$ cat src/rtl/core/dsp_pkg.sv
// Package: shared types and constants for the shortest path core
package dsp_pkg;
  localparam int MaxNodesDef   = 64;
  localparam int MaxEdgesDef   = 256;
  localparam int WeightBitsDef = 16;
  localparam int DistW         = 24;
  localparam logic [DistW-1:0] LimitReset = 24'd999;

  localparam logic [1:0] ST_OK   = 2'd0;
  localparam logic [1:0] ST_FULL = 2'd1;
  localparam logic [1:0] ST_BAD  = 2'd2;

  localparam logic FUNC_LOAD = 1'b0;
  localparam logic FUNC_RUN  = 1'b1;

  localparam logic CFG_NODE_COUNT = 1'b0;
  localparam logic CFG_DIST_LIMIT = 1'b1;

  typedef struct packed {
    logic        func;
    logic [5:0]  edge_from;
    logic [5:0]  edge_to;
    logic [15:0] edge_weight;
    logic [5:0]  start_node;
  } dsp_in_t;

  typedef struct packed {
    logic [1:0]  status;
    logic [5:0]  node_index;
    logic [23:0] distance;
    logic        unreachable;
    logic        last;
  } dsp_out_t;
endpackage

$ cat src/rtl/core/dsp_relax.sv
// Shared compare/add unit: min-select step and edge relaxation step
module dsp_relax import dsp_pkg::*; (
  input  logic             sel_mode,
  input  logic [DistW-1:0] cur_dist,
  input  logic [DistW-1:0] ref_dist,
  input  logic [32:0]      add_in,
  output logic             less,
  output logic [DistW-1:0] sum_val
);
  logic [33:0] sum_w;
  always_comb begin
    sum_w   = {10'd0, ref_dist} + {1'b0, add_in};
    sum_val = sum_w[DistW-1:0];
    if (sel_mode) less = cur_dist < ref_dist;
    else less = sum_w < {10'd0, cur_dist};
  end
endmodule

$ cat config.mk
export PLATFORM = sky130hd
export DESIGN_NAME = dsp_relax
export DESIGN_NICKNAME = d
export VERILOG_FILES = /design/src/rtl/core/dsp_pkg.sv /design/src/rtl/core/dsp_relax.sv
export SDC_FILE = /design/constraint.sdc
export NUM_CORES = 1
export LEC_CHECK = 0
export BUFFER_PORTS_ARGS = -buffer_cell sky130_fd_sc_hd__buf_4
export CORE_AREA = 2 2 73 75
export DETAILED_ROUTE_END_ITERATION = 10
export DIE_AREA = 0 0 75 77
export PLACE_DENSITY = 0.95
export REMOVE_ABC_BUFFERS = 1
export SETUP_SLACK_MARGIN = 0.02
export SLEW_MARGIN = 5
export SYNTH_ARGS = -nofsm -noshare
export SYNTH_HDL_FRONTEND = slang
export SYNTH_SLANG_ARGS = --single-unit
export TNS_END_PERCENT = 50
$ cat constraint.sdc
create_clock -name vclk -period 11.7
set_input_delay 1.17 -clock vclk [all_inputs]
set_output_delay 1.17 -clock vclk [all_outputs]
set_load 0.03 [all_outputs]
# Yosys cells after proc, flatten, opt, wreduce, memory -nomap -nowiden
# Cells that the tools add are included.
totals:
  input_bits: 82
  elab_cells: 4
  regBits: 0
classes:
  order_cmp: 2
  n_mux: 1
  addsub: 1
ops:
  columns: ["op", "count"]
  rows:
  - ["$add 24x33->34", 1]
  - ["$lt 34x24->1", 1]
  - ["$lt 24x24->1", 1]
  - ["$mux 1", 1]

# Depth between registers and ports, before layout
# Gate-level depths: netlist (run 1).
depth:
  ltp_word: 3
  depth_mapped: 20
  depth_no_buf: 20

# Least setup slack after synthesis (run 1)
# OpenSTA, ideal clock, no wires.
synth_path:
  path_type: "input-to-output"
  startpoint: "input port ref_dist[0]"
  endpoint: "output port less"
  path_buffers: 0
  slack_ns: 5.128
  cell_stages: 20
  t_arrival_ns: 5.402
  path_cell_list: "ha_1 fa_1 a21oi_1 o21ai_2 nor2_1 o21a_1 o21ai_1 a21oi_1 o21a_1 o21ai_1 xor2_1 ha_1 a21oi_1 nand2_1 a21oi_1 a31oi_1 a2bb2oi_1 nor3_2 nand3_1 o31ai_1"
synth_via:
  elab_chain_len: 3
  elab_cells_between_ends: 4
  classes_between: "add/sub (1); order compare (2); mux (1)"
synth_lines:
  columns: ["element", "line_no", "rtl"]
  rows:
  - ["from (decl)", "dsp_relax.sv:5", "input logic [DistW-1:0] ref_dist,"]
  - ["$add 24x33->34", "dsp_relax.sv:12", "sum_w = {10'd0, ref_dist} + {1'b0, add_in};"]
  - ["net sum_val[16]", "dsp_relax.sv:8", "output logic [DistW-1:0] sum_val"]
  - ["$lt 34x24->1", "dsp_relax.sv:15", "else less = sum_w < {10'd0, cur_dist};"]
  - ["$mux 1", "dsp_relax.sv:14", "if (sel_mode) less = cur_dist < ref_dist;"]
  - ["to (decl)", "dsp_relax.sv:7", "output logic less,"]
# The timed path passes the listed nets, and every way through them passes these cells.

# Worst setup path in the final report (run 1)
layout_path:
  startpoint: "input port ref_dist[1]"
  endpoint: "output port less"
layout_via:
  elab_chain_len: 3
  elab_cells_between_ends: 4
  classes_between: "add/sub (1); order compare (2); mux (1)"
layout_lines:
  columns: ["element", "line_no"]
  rows:
  - ["$add 24x33->34", "dsp_relax.sv:12"]
  - ["$lt 34x24->1", "dsp_relax.sv:15"]
  - ["$mux 1 *", "dsp_relax.sv:14"]
# Every way passes the cells marked *; elsewhere a longest branch is shown, timed or not.

==> out/metrics.cfg, run 1 <==
[clock_tree]
cts-hold-fix-buffers=0
cts.repair.resized=0
post_cts_buffers=0

[timing]
fin_crit_ps=6350
fin_crit_sh_pct=54.3
final.setup.tns_ps=0
slew_violations=0
whs_ps=2700
setup_viol=0
hold_viol_final=0
fmax_mhz=157
worstMarginPinSlew_ps=777
max-slew-margin-rel_pct=47.7
rsz0062_at_grt=false

[die]
die_w_um=75
die_y_um=77
die_area_um2=5780
pin_count=107
start_util_pct=55.6
num_rows=26
coreArea_um2=4980

[grt]
grt-ovfl-total=0
grt_pass1_wl_um=14800
antenna_found_initial=0
grt_pass1_vias=3361
track_usage_pct=31.2
use_met3_pct=3.02
gr-usage-met2_pct=53.9
grt_max_degree=12
grt-busiest-layer=met2
grt_use_met1_pct=39.7

[critical_path]
slowest_stage=a2111oi_0
endpoint_kind=output pin
cp.required_ps=10530
path_delay_family=compound AO/OA/AOI/OAI gates
critPathLaunchType=primary input
worstPathCellList=buf_4 -> ha_1 -> a211oi_1 -> o211ai_1 -> a31oi_1 -> o21ai_1 -> nand2_1 -> nand2_1 -> a21oi_1 -> xnor2_1 -> ha_1 -> a2111oi_0 -> nand2_1 -> a2bb2oi_1 -> nor3_2 -> nand3_1 -> o31ai_1 -> buf_4
crit_top_cell=nand2_1
crit_type=in2out
crit_path_start=ref_dist[1]
cp_max_fo=3
slowest_delay_ps=430
arrival_ps=5180
path_buf_inv=2

[synthesis]
synthTopCellsByArea=ha_1 32%, a21oi_1 7.2%, inv_1 7.0%, a21o_1 5.2%, nand2_1 4.5%
synth_top_area_share_pct=31.6
syn_area_per_cell_um2=6.96
yosysWarningCount=0
synthesis.area_um2=2770
syn_inst=398
synth.distinct_cells=53
synth_top_area_cell=ha_1
seq_area_frac_synth_pct=0

[hold_path]
hold_end=sum_val[0]
hold_path.class=in2out
hold_start=add_in[0]
whs_path_depth=3

[finish]
area_delta_synth_final_pct=30.3
layout_commonest_cell=buf_4
multi_input_area_um2=2520
regArea_um2=0
seq_cells=0
drive_above_1_share_pct=24.3
num-clock-buffers=0
diodes=0
layout.nets=648
most-common-layout-cells=107 x buf_4, 70 x ha_1, 52 x inv_1
n_fill_cell=422

[drt]
drtPass1Iterations=5
drt_iter0_drc=213
drc=0
vias=3386
wire_per_inst_um=16.2
ant_nets=0
viasPerCell=6.01
wl_um=9100

[placed_design]
io_buffers=107
place_congestion=0.978
dp_hpwl_um=8120

[power]
power_density_nw_per_um2=70.3
peakVddDrop_mv=0.0465
leakage_nw=1.92

[run]
maxCapViolCount=0

[status]
status=complete, no violations

## stage by stage
stage	instances	setup slack [ps]	total power, mW	util, %	cell area, um^2
finish	563	5350	0.254	72.5	3610
floorplan	386	5130	0.158	-	2720
CTS	563	5450	0.251	72.5	3610
global route	563	5080	0.276	72.5	3610
detailed placement	563	5490	0.250	72.5	3610
global placement	563	5560	0.242	72.5	3610
## area by class of cell
type | instances | share of cell area, %
multi-input cells | 334 | 69.9
repair buffers | 107 | 22.3
inverters | 52 | 5.41
well taps | 70 | 2.43
## layer usage
metal  vias to the layer above  share of wire [%]  wire length [um]
met2                       181                 48              4340
li1                       1653                  -                 -
met3                        31                7.6               696
met5                         -                  0                 0
met4                         0                2.8               255
met1                      1521                 42              3810
## cells by family (layout without fill, tap and decap cells)
family,count (synthesis),in the layout,share of synthesized area [%]
mux,1,1,0.362
xor+xnor,24,24,7.59
simple gates,100,100,18.2
fa+ha+maj,71,71,32.4
compound gates,138,138,32.6
buf+inv,64,159,8.95
## how the worst max path moves through the flow
stage                end  slack, ps  cells after the start
floorplan           less       5130                     20
global placement    less       5560                     22
detailed placement  less       5490                     20
CTS                 less       5450                     20
global route        less       5080                     18
finish              less       5350                     18
## synthesized netlist by cell type (4+ instances only)
| cell type | n |
|---|---|
| o211ai_1 | 4 |
| xnor2_1 | 13 |
| o21a_1 | 6 |
| nand3_1 | 11 |
| inv_1 | 52 |
| nand2_1 | 33 |
| clkbuf_1 | 6 |
| nor2_1 | 16 |
| o21ai_1 | 8 |
| xor2_1 | 11 |
| a21oi_1 | 40 |
| a31oi_1 | 5 |
| buf_2 | 6 |
| a21oi_2 | 4 |
| a211oi_1 | 6 |
| o21ai_0 | 21 |
| nand4_1 | 13 |
| a21o_1 | 19 |
| nor3_1 | 7 |
| ha_1 | 70 |
## where the power goes
| group | switching [mW] | internal, mW | total [mW] |
|---|---|---|---|
| Clock | 0 | 0 | 0 |
| Sequential | 0 | 0 | 0 |
| Combinational | 0.151 | 0.103 | 0.254 |
Power figures use the tool's default switching activity.
==> run 2: changes to the inputs <==
--- a/config.mk
+++ b/config.mk
@@ -6,10 +6,10 @@
 export NUM_CORES = 1
 export LEC_CHECK = 0
 export BUFFER_PORTS_ARGS = -buffer_cell sky130_fd_sc_hd__buf_4
-export CORE_AREA = 2 2 73 75
+export CORE_AREA = 2 2 76 78
 export DETAILED_ROUTE_END_ITERATION = 10
-export DIE_AREA = 0 0 75 77
-export PLACE_DENSITY = 0.95
+export DIE_AREA = 0 0 78 80
+export PLACE_DENSITY = 0.94
 export REMOVE_ABC_BUFFERS = 1
 export SETUP_SLACK_MARGIN = 0.02
 export SLEW_MARGIN = 5
==> constraint.sdc (replaced) <==
create_clock -name vclk -period 6.4
set_input_delay 0.64 -clock vclk [all_inputs]
set_output_delay 0.64 -clock vclk [all_outputs]
set_load 0.03 [all_outputs]
==> out/metrics.cfg, run 2 (synthesis gave the netlist of run 1 again) <==
[status]
status=complete, no violations  ; unchanged

[timing]
whs_ps=1660  ; was 2700 ps
fin_crit_sh_pct=84.2
worstMarginPinSlew_ps=708  ; was 777 ps
final.setup.tns_ps=0  ; unchanged
fmax_mhz=186
hold_viol_final=0  ; unchanged
setup_viol=0  ; unchanged
fin_crit_ps=5390
slew_violations=0  ; unchanged
max-slew-margin-rel_pct=52.3  ; was 47.7%
rsz0062_at_grt=false  ; unchanged

[placed_design]
place_congestion=0.899  ; was 0.978
placed_cell_area_um2=3610  ; about the same
placedCellCount=565  ; was 563
io_buffers=107  ; unchanged
dp_hpwl_um=8160  ; was 8120 um

[power]
leakage_nw=1.92  ; unchanged
seqPwrFrac_pct=0  ; about the same
p_clk_share_pct=0  ; about the same
p_sw_share_pct=59.4  ; about the same
p_sw_mw=0.277  ; was 0.151 mW
combPwrFrac_pct=100.0  ; about the same
p_int_mw=0.189  ; was 0.103 mW
power_density_nw_per_um2=129  ; was 70.3 nW/um^2
power_mw=0.466  ; was 0.254 mW
peakVddDrop_mv=0.0825  ; was 0.0465 mV

[drt]
vias=3448  ; was 3386
wl_um=9210  ; was 9100 um
drt_iter0_drc=187  ; was 213
drc=0  ; unchanged
wire_per_inst_um=16.3  ; was 16.2 um
ant_nets=0  ; unchanged
viasPerCell=6.10  ; was 6.01
drtPass1Iterations=4  ; was 5

[hold_path]
hold_path.class=in2out  ; unchanged
whs_path_depth=3  ; unchanged
hold_end=sum_val[0]  ; unchanged
hold_start=add_in[0]  ; unchanged

[critical_path]
path_delay_family=compound AO/OA/AOI/OAI gates  ; unchanged
cp.depth=20  ; was 18
arrival_ps=4750  ; was 5180 ps
slowest_delay_ps=410  ; was 430 ps
endpoint_kind=output pin  ; unchanged
cp_max_fo=3  ; unchanged
path_buf_inv=2  ; unchanged
slowest_stage=fa_1  ; was a2111oi_0
crit_path_start=ref_dist[0]  ; was ref_dist[1]
worstPathCellList=buf_4 -> ha_1 -> fa_1 -> a21oi_1 -> o21ai_2 -> nor2_1 -> o21a_1 -> o21ai_1 -> a21oi_1 -> o221ai_1 -> xor2_1 -> ha_1 -> nor2b_1 -> o21ai_0 -> nand2_1 -> a2bb2oi_1 -> nor3_2 -> nand3_1 -> o31ai_1 -> buf_4  ; was buf_4 -> ha_1 -> a211oi_1 -> o211ai_1 -> a31oi_1 -> o21ai_1 -> nand2_1 -> nand2_1 -> a21oi_1 -> xnor2_1 -> ha_1 -> a2111oi_0 -> nand2_1 -> a2bb2oi_1 -> nor3_2 -> nand3_1 -> o31ai_1 -> buf_4
crit_type=in2out  ; unchanged
critPathLaunchType=primary input  ; unchanged
cp.required_ps=5760  ; was 10530 ps

[die]
pin_count=107  ; unchanged
start_util_pct=51.2  ; was 55.6%
num_rows=27  ; was 26
die_w_um=78  ; was 75 um
die_y_um=80  ; was 77 um
die_area_um2=6240  ; was 5780 um^2
coreArea_um2=5410  ; was 4980 um^2

[finish]
seq_cells=0  ; unchanged
regArea_um2=0  ; unchanged
n_fill_cell=472  ; was 422
multi_input_area_um2=2520  ; unchanged
layout_commonest_cell=buf_4  ; unchanged
layout.nets=648  ; unchanged
final_area_um2=3610  ; about the same
num-clock-buffers=0  ; unchanged
most-common-layout-cells=107 x buf_4, 70 x ha_1, 52 x inv_1  ; unchanged
area_delta_synth_final_pct=30.4  ; was 30.3%
drive_above_1_share_pct=24.3  ; unchanged
stdcell_count=565  ; was 563
diodes=0  ; unchanged

[grt]
grt_max_degree=12  ; unchanged
gr-usage-met2_pct=56.0  ; was 53.9%
antenna_found_initial=0  ; unchanged
grt-busiest-layer=met2  ; unchanged
use_met3_pct=3.05  ; was 3.02%
grt_use_met1_pct=35.0  ; was 39.7%
grt_pass1_vias=3450  ; was 3361
grt_pass1_wl_um=15200  ; was 14800 um
grt-ovfl-total=0  ; unchanged
track_usage_pct=29.2  ; was 31.2%

[clock_tree]
cts.repair.resized=0  ; unchanged
cts-hold-fix-buffers=0  ; unchanged
post_cts_buffers=0  ; unchanged

[run]
maxCapViolCount=0  ; unchanged

-- run 2: power groups by stage --
stage	Combinational [mW]	Clock [mW]	Sequential, mW
after floorplan	0.289	0	0
after global placement	0.441	0	0
after detailed placement	0.457	0	0
after CTS	0.459	0	0
after global routing	0.504	0	0
final	0.466	0	0
-- run 2: final cells by class --
class	instances	area share, %
multi-input cells	334	69.8
repair buffers	107	22.3
inverters	52	5.41
well taps	72	2.50
-- run 2: worst max-delay path by stage --
stage and endpoint:
2_1_floorplan less, 6_report less, 5_1_grt less, 3_5_place_dp less, 4_1_cts less, 3_3_place_gp less
-- run 2: routing by layer --
layer / routed length, um / share of wire, %
met5: 0 / 0
met4: 206 / 2.2
met3: 824 / 8.9
met2: 4480 / 49
met1: 3700 / 40
-- run 2: stage by stage --
step	utilization, %	setup slack, ps
floorplan	-	888
global placement	66.8	1320
detailed placement	66.8	1190
CTS	66.8	1160
global route	66.8	770
finish	66.8	1010
==> run 3: changes to the inputs <==
==> constraint.sdc (replaced) <==
create_clock -name vclk -period 5.3
set_input_delay 0.53 -clock vclk [all_inputs]
set_output_delay 0.53 -clock vclk [all_outputs]
set_load 0.03 [all_outputs]
==> out/metrics.cfg, run 3 (synthesis gave the netlist of run 1 again) <==
[status]
status=complete, no violations  ; unchanged

[critical_path]
cp_max_fo=3  ; unchanged
slowest_stage=fa_1  ; unchanged
cp.required_ps=4770  ; was 5760 ps
path_delay_family=compound AO/OA/AOI/OAI gates  ; unchanged
crit_type=in2out  ; unchanged
endpoint_kind=output pin  ; unchanged
arrival_ps=4410  ; was 4750 ps
worstPathCellList=buf_4 -> ha_1 -> fa_1 -> a21oi_2 -> o21ai_2 -> nor2_1 -> o21a_1 -> o21ai_1 -> a21oi_2 -> o21a_1 -> o21ai_1 -> xor2_1 -> ha_1 -> a21oi_1 -> nand2_1 -> a21oi_1 -> a31oi_1 -> a2bb2oi_1 -> nor3_2 -> nand3_1 -> o31ai_1 -> buf_4  ; was buf_4 -> ha_1 -> fa_1 -> a21oi_1 -> o21ai_2 -> nor2_1 -> o21a_1 -> o21ai_1 -> a21oi_1 -> o221ai_1 -> xor2_1 -> ha_1 -> nor2b_1 -> o21ai_0 -> nand2_1 -> a2bb2oi_1 -> nor3_2 -> nand3_1 -> o31ai_1 -> buf_4
path_buf_inv=2  ; unchanged
slowest_delay_ps=420  ; was 410 ps
critPathLaunchType=primary input  ; unchanged

[finish]
seq_cells=0  ; unchanged
diodes=0  ; unchanged
num-clock-buffers=0  ; unchanged
drive_above_1_share_pct=24.9  ; was 24.3%
area_delta_synth_final_pct=30.9  ; was 30.4%
final_area_um2=3620  ; was 3610 um^2
layout_commonest_cell=buf_4  ; unchanged
most-common-layout-cells=108 x buf_4, 70 x ha_1, 52 x inv_1  ; was 107 x buf_4, 70 x ha_1, 52 x inv_1
n_fill_cell=468  ; was 472
post-route-util_pct=67.1  ; was 66.8%
stdcell_count=566  ; was 565
layout.nets=649  ; was 648
regArea_um2=0  ; unchanged

[timing]
setup_viol=0  ; unchanged
max-slew-margin-rel_pct=47.9  ; was 52.3%
worstMarginPinSlew_ps=773  ; was 708 ps
hold_viol_final=0  ; unchanged
finalWorstSetupSlack_ps=364  ; was 1010 ps
fin_crit_ps=4940
slew_violations=0  ; unchanged
whs_ps=1460  ; was 1660 ps
fin_crit_sh_pct=93.1
final.setup.tns_ps=0  ; unchanged
fmax_mhz=203
rsz0062_at_grt=false  ; unchanged

[power]
p_int_mw=0.230  ; was 0.189 mW
combPwrFrac_pct=100.0  ; about the same
p_sw_share_pct=59.2  ; was 59.4%
p_clk_share_pct=0  ; about the same
p_sw_mw=0.333  ; was 0.277 mW
power_mw=0.563  ; was 0.466 mW
peakVddDrop_mv=0.126  ; was 0.0825 mV
seqPwrFrac_pct=0  ; about the same
leakage_nw=1.93  ; was 1.92 nW
power_density_nw_per_um2=155  ; was 129 nW/um^2

[drt]
wire_per_inst_um=16.2  ; was 16.3 um
viasPerCell=6.09  ; was 6.10
ant_nets=0  ; unchanged
drt_iter0_drc=209  ; was 187
drtPass1Iterations=5  ; was 4
wl_um=9190  ; was 9210 um
drc=0  ; unchanged
vias=3449  ; was 3448

[placed_design]
post-place-ws_ps=308  ; was 1190 ps
io_buffers=107  ; unchanged
placed_cell_area_um2=3610  ; unchanged
place_congestion=0.899  ; about the same
placedCellCount=565  ; unchanged
dp_hpwl_um=8010  ; was 8160 um

[grt]
grt_max_degree=12  ; unchanged
track_usage_pct=28.9  ; was 29.2%
grt_pass1_wl_um=15000  ; was 15200 um
grt-ovfl-total=0  ; unchanged
grt_pass1_vias=3396  ; was 3450
antenna_found_initial=0  ; unchanged

[die]
die_y_um=80  ; unchanged
coreArea_um2=5410  ; unchanged
num_rows=27  ; unchanged
die_w_um=78  ; unchanged
pin_count=107  ; unchanged
die_area_um2=6240  ; unchanged
start_util_pct=51.2  ; unchanged

[hold_path]
hold_path.class=in2out  ; unchanged

[run]
maxCapViolCount=0  ; unchanged

[clock_tree]
cts-hold-fix-buffers=0  ; unchanged

==> run 3: changes by cell type in the layout (fill, tap and decap cells not counted), sizes merged <==
| cell | change |
|---|---|
| buf | +1 |
==> run 3: cell type report <==
cell class                 instances  area [um^2]  area share, %
multi-input combinational        334         2530           69.8
inverter                          52          195           5.38
tap                               72         90.1           2.49
timing repair buffer             108          811           22.4
==> run 3: power by group through the flow <==
| stage | clock [mW] | combinational (mW) | sequential, mW |
|---|---|---|---|
| 5_1_grt | 0 | 0.611 | 0 |
| 3_5_place_dp | 0 | 0.548 | 0 |
| 3_3_place_gp | 0 | 0.532 | 0 |
| 2_1_floorplan | 0 | 0.349 | 0 |
| 4_1_cts | 0 | 0.551 | 0 |
| 6_report | 0 | 0.563 | 0 |
==> run 3: repair_timing <==
item	in CTS	in global routing
resized for setup	0	2
setup buffers	0	1
setup endpoints to repair	0	1
==> run 3: layer usage <==
layer / part of all wire (%) / wire [um] / global-route usage, % / vias up
li1: - / - / - / 1652
met1: 41 / 3810 / 34.5 / 1561
met2: 46 / 4250 / 54.5 / 206
met3: 9.0 / 829 / 2.94 / 30
met4: 3.3 / 304 / 8.07 / 0
met5: 0 / 0 / 0 / -
==> run 3: final timing paths <==
check	from	end	slack [ps]	depth (start not counted)
hold / removal	add_in[0]	sum_val[0]	1460	3
setup / recovery	ref_dist[0]	less	360	22
